**src/hw/rtl/lik_pkg.sv**
```systemverilog
// Shared types, widths, constants and helper functions for the leg inverse
// kinematics block. Used by the channel interfaces, the CORDIC unit and the top level.
// No dependencies.
package lik_pkg;

    // Fixed-point format and default iteration count.
    localparam int FRAC_BITS        = 16;
    localparam int ANGLE_ITERATIONS = 16;
    localparam int ATAN_TABLE_LEN   = 24;

    // Field widths.
    localparam int COORD_W   = 20;
    localparam int LEN_W     = 18;
    localparam int ANGLE_W   = 19;
    localparam int LEG_W     = 2;
    localparam int CFG_IDX_W = 2;

    // Configuration register indexes.
    localparam logic [CFG_IDX_W-1:0] CFG_UPPER_LINK = 2'd0;
    localparam logic [CFG_IDX_W-1:0] CFG_LOWER_LINK = 2'd1;
    localparam logic [CFG_IDX_W-1:0] CFG_HALF_LEN   = 2'd2;
    localparam logic [CFG_IDX_W-1:0] CFG_HALF_WID   = 2'd3;

    // Configuration reset values.
    localparam logic [LEN_W-1:0] UPPER_LINK_RST = 18'd13107;
    localparam logic [LEN_W-1:0] LOWER_LINK_RST = 18'd13107;
    localparam logic [LEN_W-1:0] HALF_LEN_RST   = 18'd16384;
    localparam logic [LEN_W-1:0] HALF_WID_RST   = 18'd9830;

    // Leg codes.
    localparam logic [LEG_W-1:0] LEG_FRONT_LEFT  = 2'd0;
    localparam logic [LEG_W-1:0] LEG_FRONT_RIGHT = 2'd1;
    localparam logic [LEG_W-1:0] LEG_BACK_RIGHT  = 2'd2;
    localparam logic [LEG_W-1:0] LEG_BACK_LEFT   = 2'd3;

    // CORDIC angle accumulator in Q30 radians.
    localparam int    ZACC_W    = 34;
    localparam longint PI_Q30    = 64'sd3373259426;
    localparam longint ROUND_Q30 = 64'sd1 <<< (29 - FRAC_BITS);
    localparam longint PI_FIXED  = (PI_Q30 + ROUND_Q30) >>> (30 - FRAC_BITS);

    // atan(2^-i) in Q30.
    function automatic logic signed [ZACC_W-1:0] atan_q30(input int i);
        logic signed [ZACC_W-1:0] v;
        case (i)
            0:  v = 34'sd843314857;
            1:  v = 34'sd497837829;
            2:  v = 34'sd263043836;
            3:  v = 34'sd133525159;
            4:  v = 34'sd67021687;
            5:  v = 34'sd33543516;
            6:  v = 34'sd16775851;
            7:  v = 34'sd8388437;
            8:  v = 34'sd4194283;
            9:  v = 34'sd2097149;
            10: v = 34'sd1048576;
            11: v = 34'sd524288;
            12: v = 34'sd262144;
            13: v = 34'sd131072;
            14: v = 34'sd65536;
            15: v = 34'sd32768;
            16: v = 34'sd16384;
            17: v = 34'sd8192;
            18: v = 34'sd4096;
            19: v = 34'sd2048;
            20: v = 34'sd1024;
            21: v = 34'sd512;
            22: v = 34'sd256;
            23: v = 34'sd128;
            default: v = '0;
        endcase
        return v;
    endfunction

    // Digit-by-digit square root state, wide enough for both roots.
    localparam int SQRT_REM_W  = 44;
    localparam int SQRT_ROOT_W = 22;

    typedef struct packed {
        logic [SQRT_REM_W-1:0]  rem;
        logic [SQRT_ROOT_W-1:0] root;
    } t_sqrt_st;

    // One root bit: try setting bit b and keep it if the square still fits.
    function automatic t_sqrt_st sqrt_step(input t_sqrt_st s, input int b);
        logic [SQRT_REM_W-1:0] test;
        t_sqrt_st              n;
        test = (SQRT_REM_W'(s.root) << (b + 1)) + (SQRT_REM_W'(1) << (2 * b));
        n = s;
        if (s.rem >= test) begin
            n.rem  = s.rem - test;
            n.root = s.root | (SQRT_ROOT_W'(1) << b);
        end
        return n;
    endfunction

    // Knee cosine classification carried beside the divider.
    typedef struct packed {
        logic sat_hi;
        logic sat_lo;
        logic neg;
    } t_cls;

endpackage

```
**src/hw/rtl/lik_cordic.sv**
```systemverilog
// Pipelined vectoring CORDIC atan2 with one rotation per stage.
// Fold, rotation and output registers advance on i_en. Depends on lik_pkg.
module lik_cordic #(
    parameter int DATA_W     = 21,
    parameter int ITERATIONS = lik_pkg::ANGLE_ITERATIONS
) (
    input  logic                               i_clk,
    input  logic                               i_en,
    input  logic signed [DATA_W-1:0]           i_y,
    input  logic signed [DATA_W-1:0]           i_x,
    output logic signed [lik_pkg::ANGLE_W-1:0] o_angle
);
    localparam int W  = DATA_W + 2;
    localparam int ZW = lik_pkg::ZACC_W;
    localparam int SH = 30 - lik_pkg::FRAC_BITS;

    localparam logic signed [ZW-1:0] PI_Z  = ZW'(lik_pkg::PI_Q30);
    localparam logic signed [ZW-1:0] RND_Z = ZW'(lik_pkg::ROUND_Q30);
    localparam logic signed [ZW-1:0] PI_F  = ZW'(lik_pkg::PI_FIXED);

    logic signed [W-1:0]  r_x    [0:ITERATIONS];
    logic signed [W-1:0]  r_y    [0:ITERATIONS];
    logic signed [ZW-1:0] r_z    [0:ITERATIONS];
    logic                 r_zero [0:ITERATIONS];
    logic signed [lik_pkg::ANGLE_W-1:0] r_angle;

    logic signed [W-1:0]  xe;
    logic signed [W-1:0]  ye;
    logic signed [ZW-1:0] rnd;
    logic signed [ZW-1:0] shv;
    logic signed [ZW-1:0] clamped;

    assign xe = W'(i_x);
    assign ye = W'(i_y);

    // Fold the left half plane onto the right half plane.
    always_ff @(posedge i_clk) begin
        if (i_en) begin
            r_zero[0] <= (i_x == '0) && (i_y == '0);
            if (i_x < 0) begin
                r_x[0] <= -xe;
                r_y[0] <= -ye;
                r_z[0] <= (i_y >= 0) ? PI_Z : -PI_Z;
            end else begin
                r_x[0] <= xe;
                r_y[0] <= ye;
                r_z[0] <= '0;
            end
        end
    end

    // One micro-rotation per stage, driving y toward zero.
    for (genvar i = 0; i < ITERATIONS; i++) begin : g_iter
        logic signed [W-1:0] xs;
        logic signed [W-1:0] ys;
        assign xs = r_x[i] >>> i;
        assign ys = r_y[i] >>> i;
        always_ff @(posedge i_clk) begin
            if (i_en) begin
                r_zero[i+1] <= r_zero[i];
                if (r_y[i] > 0) begin
                    r_x[i+1] <= r_x[i] + ys;
                    r_y[i+1] <= r_y[i] - xs;
                    r_z[i+1] <= r_z[i] + lik_pkg::atan_q30(i);
                end else begin
                    r_x[i+1] <= r_x[i] - ys;
                    r_y[i+1] <= r_y[i] + xs;
                    r_z[i+1] <= r_z[i] - lik_pkg::atan_q30(i);
                end
            end
        end
    end

    // Round half up to the output format and clamp to plus or minus pi.
    assign rnd = r_z[ITERATIONS] + RND_Z;
    assign shv = rnd >>> SH;
    always_comb begin
        if (shv > PI_F) begin
            clamped = PI_F;
        end else if (shv < -PI_F) begin
            clamped = -PI_F;
        end else begin
            clamped = shv;
        end
    end

    always_ff @(posedge i_clk) begin
        if (i_en) begin
            r_angle <= r_zero[ITERATIONS] ? '0 : clamped[lik_pkg::ANGLE_W-1:0];
        end
    end

    assign o_angle = r_angle;

endmodule

```
**config.mk**
```make
export PLATFORM = sky130hd
export DESIGN_NAME = lik_cordic
export DESIGN_NICKNAME = d
export VERILOG_FILES = /design/src/hw/rtl/lik_pkg.sv /design/src/hw/rtl/lik_cordic.sv
export SDC_FILE = /design/constraint.sdc
export NUM_CORES = 2
export LEC_CHECK = 0
export BUFFER_PORTS_ARGS = -buffer_cell sky130_fd_sc_hd__buf_2
export CAP_MARGIN = 20
export CORE_MARGIN = 8
export CORE_UTILIZATION = 45
export DETAILED_ROUTE_END_ITERATION = 6
export PLACE_DENSITY_LB_ADDON = 0.2
export SLEW_MARGIN = 20
export SYNTH_ARGS = -nofsm -noshare
export SYNTH_HDL_FRONTEND = slang
export SYNTH_SLANG_ARGS = --single-unit
```
**constraint.sdc**
```tcl
create_clock -name i_clk -period 9.1 [get_ports i_clk]
set_clock_uncertainty 0.1 [all_clocks]
set_input_delay 0.455 -clock i_clk [delete_from_list [all_inputs] [get_ports i_clk]]
set_output_delay 0.455 -clock i_clk [all_outputs]
set_load 0.01 [all_outputs]
```
==> metrics.yaml <==
synth:
  yosysWarnings: 0
  ys_ff_latch: 1181
  synth_cell_types: 93
  synthesis.area_mm2: 0.09340
  synth_edf_count: 1181
  synth_nets: 10670
  ys.flop_type: "edfxtp_1"
  async_flop_share_pct: 0
  syn_inst: 9505
  yosysSeqAreaShare_pct: 37.97
  postSynthAreaPerCell_um2: 9.826
timing:
  fmax_mhz: 141.5
  totalNegativeSetupSlack_ns: 0
  rsz0062_at_grt: "no"
  worst_pin_slew_ns: 1.087
  relSlewSlack_pct: 26.61
  setup_viol: 0
  finalCritPeriodShare_pct: 77.65
  final_max_slew_viol_count: 0
  period_needed_ns: 7.066
  finalHoldViolations: 0
clocking:
  path_clk_slew_ns: 0.06
  cts_tree: "done"
  cts_root_buf: "clkbuf_16"
  cts_buffer_depth: 3
  clk_latency_ns: 0.79
  cts_buffers: 143
  cts_sinks: 1181
  cts_max_level: 4
  cts.repair.resized: 0
setup_path:
  crit_type: "register to register"
  crit_arrival_ns: 7.50
  path_buf_inv: 3
  crit_required_ns: 9.53
  cp_max_fo: 49
  slowest_stage: "or4_1"
  crit_family: "simple AND/OR/NAND/NOR gates"
  path_cells: "or4_1 > or4_4 > or3b_1 > nand2b_4 > nor4_4 > o21ai_4 > buf_4 > inv_1 > buf_4 > ha_1 > and3_1 > a221o_1 > a21oi_2 > a2111oi_0 > o41ai_1 > a21oi_1 > a2111oi_1 > nor2_1 > a21oi_1 > xnor2_1"
  r2r_slack_ns: 2.03
  cp-start-kind: "register"
  max_stage_delay_ns: 0.59
  cp-end-kind: "register"
global_routing:
  grt_max_degree: 185
  antenna_found_initial: 1
  track_usage_pct: 19.15
  grt_pass1_vias: 68290
  overflow: 0
  grt_pass1_wl_mm: 356.3
die:
  ioPinCount: 63
  die_x_um: 471.6
  die_h_um: 471.6
  rows: 167
  initial_core_util_pct: 45.20
  core_area_mm2: 0.2067
  design.die.area_mm2: 0.2224
final_layout:
  diodes: 0
  drive_above_1_share_pct: 4.512
  area_growth_pct: 9.368
  final_common_cell: "edfxtp_1"
  final_cell_mix: "edfxtp_1, ha_1, xnor2_1"
  num-nets-final: 10820
detailed_routing:
  wl_met2_mm: 103.5
  drt_iter0_drc: 5335
  wl_met1_mm: 104.7
  wl_per_cell_um: 17.76
  vias_per_cell: 5.687
  ant_nets: 0
  wl_mm: 221.6
  top_layer: "met4"
  route.detailed.drc: 0
  wl_met3_mm: 8.760
  num_vias: 70950
  dr.pass1.iters: 6
place:
  gp_congestion: 0.8836
  dpl.hpwl_mm: 172.6
  io_buffers: 62
job:
  maxCapViolCount: 0
worst_hold_path:
  hp-class: "input pin to register"
run_status:
  outcome: "finished clean"
-- cell type report --
| class | instances | area, um2 |
|---|---|---|
| flip-flops and latches | 1181 | 35460 |
| multi-input cells | 7716 | 55730 |
| clock inverters | 93 | 892.1 |
| repair buffers | 163 | 1226 |
| inverters | 450 | 1689 |
| clock buffers | 170 | 3765 |
| well taps | 2704 | 3383 |
| fillers | 18820 | 104500 |
-- cell families after synthesis --
| logic type | after synthesis | synth area share, % |
|---|---|---|
| flip-flops | 1181 | 37.97 |
| AND/OR/NAND/NOR | 2529 | 13.12 |
| AO/OA/AOI/OAI | 2746 | 18.67 |
| multiplexers | 45 | 0.5051 |
| XOR/XNOR | 1280 | 12.00 |
| buffers and inverters | 608 | 2.458 |
| adder cells (fa/ha/maj) | 1116 | 15.28 |
-- final timing paths --
check | from | to | cells past startpoint
worst max-delay path | r_y[3][3] | r_z[4][30] | 20
worst min-delay path | i_en | r_z[16][31] | 1
worst max register to register | r_y[3][3] | r_z[4][30] | 20
worst min register to register | r_z[11][13] | r_z[12][13] | 0
-- stage by stage --
step	hold slack [ns]	util (%)	setup slack (ns)	instances	cell area (um2)
6_report	0.09090	49.43	2.034	12480	102100
3_3_place_gp	0.3006	46.94	2.195	12170	97000
5_1_grt	0.06821	49.43	1.524	12480	102100
2_1_floorplan	0.3003	-	3.258	9505	93400
4_1_cts	0.04092	49.43	2.106	12480	102100
3_5_place_dp	0.3045	46.94	2.123	12170	97000
-- sequential cells by signal, summed over array words and instances, names as in the netlist --
name and flops:
r_y 367, r_zero 17, o_angle 19, r_z 447, r_x 331
-- worst reg2reg max path, delay by kind of cell, from the launching register on --
kind / cells / cell delay [ns]
flops: 1 / 0.46
buf+inv: 3 / 1.15
simple gates: 7 / 2.38
fa+ha+maj: 1 / 0.32
xor+xnor: 1 / 0.08
compound gates: 8 / 2.34
-- synthesized netlist by cell type, types with 179 or more instances --
master / number / area [um2]
o21ai_0: 603 / 3018
nand2_1: 574 / 2155
nand3_1: 179 / 895.9
a21oi_1: 819 / 4099
xor2_1: 416 / 3643
nor2_1: 747 / 2804
inv_1: 446 / 1674
edfxtp_1: 1181 / 35460
a21o_1: 287 / 2155
ha_1: 1075 / 13450
nor3_1: 236 / 1181
xnor2_1: 864 / 7567
-- metal layers --
metal  vias to the layer above  global-route usage (%)
li1                      35740                       -
met1                     33580                   26.11
met2                      1349                   32.54
met3                       283                   2.316
met4                         0                   4.568
met5                         -                       0
-- what timing repair did --
| item | CTS | global route |
|---|---|---|
| hold buffers | 49 | 0 |
| hold endpoints to repair | 47 | 0 |
| buffers inserted | 0 | 0 |
Power is left out: the tool's default activity adds up to more than one toggle a clock period on the data nets, which glitch-free logic cannot reach.
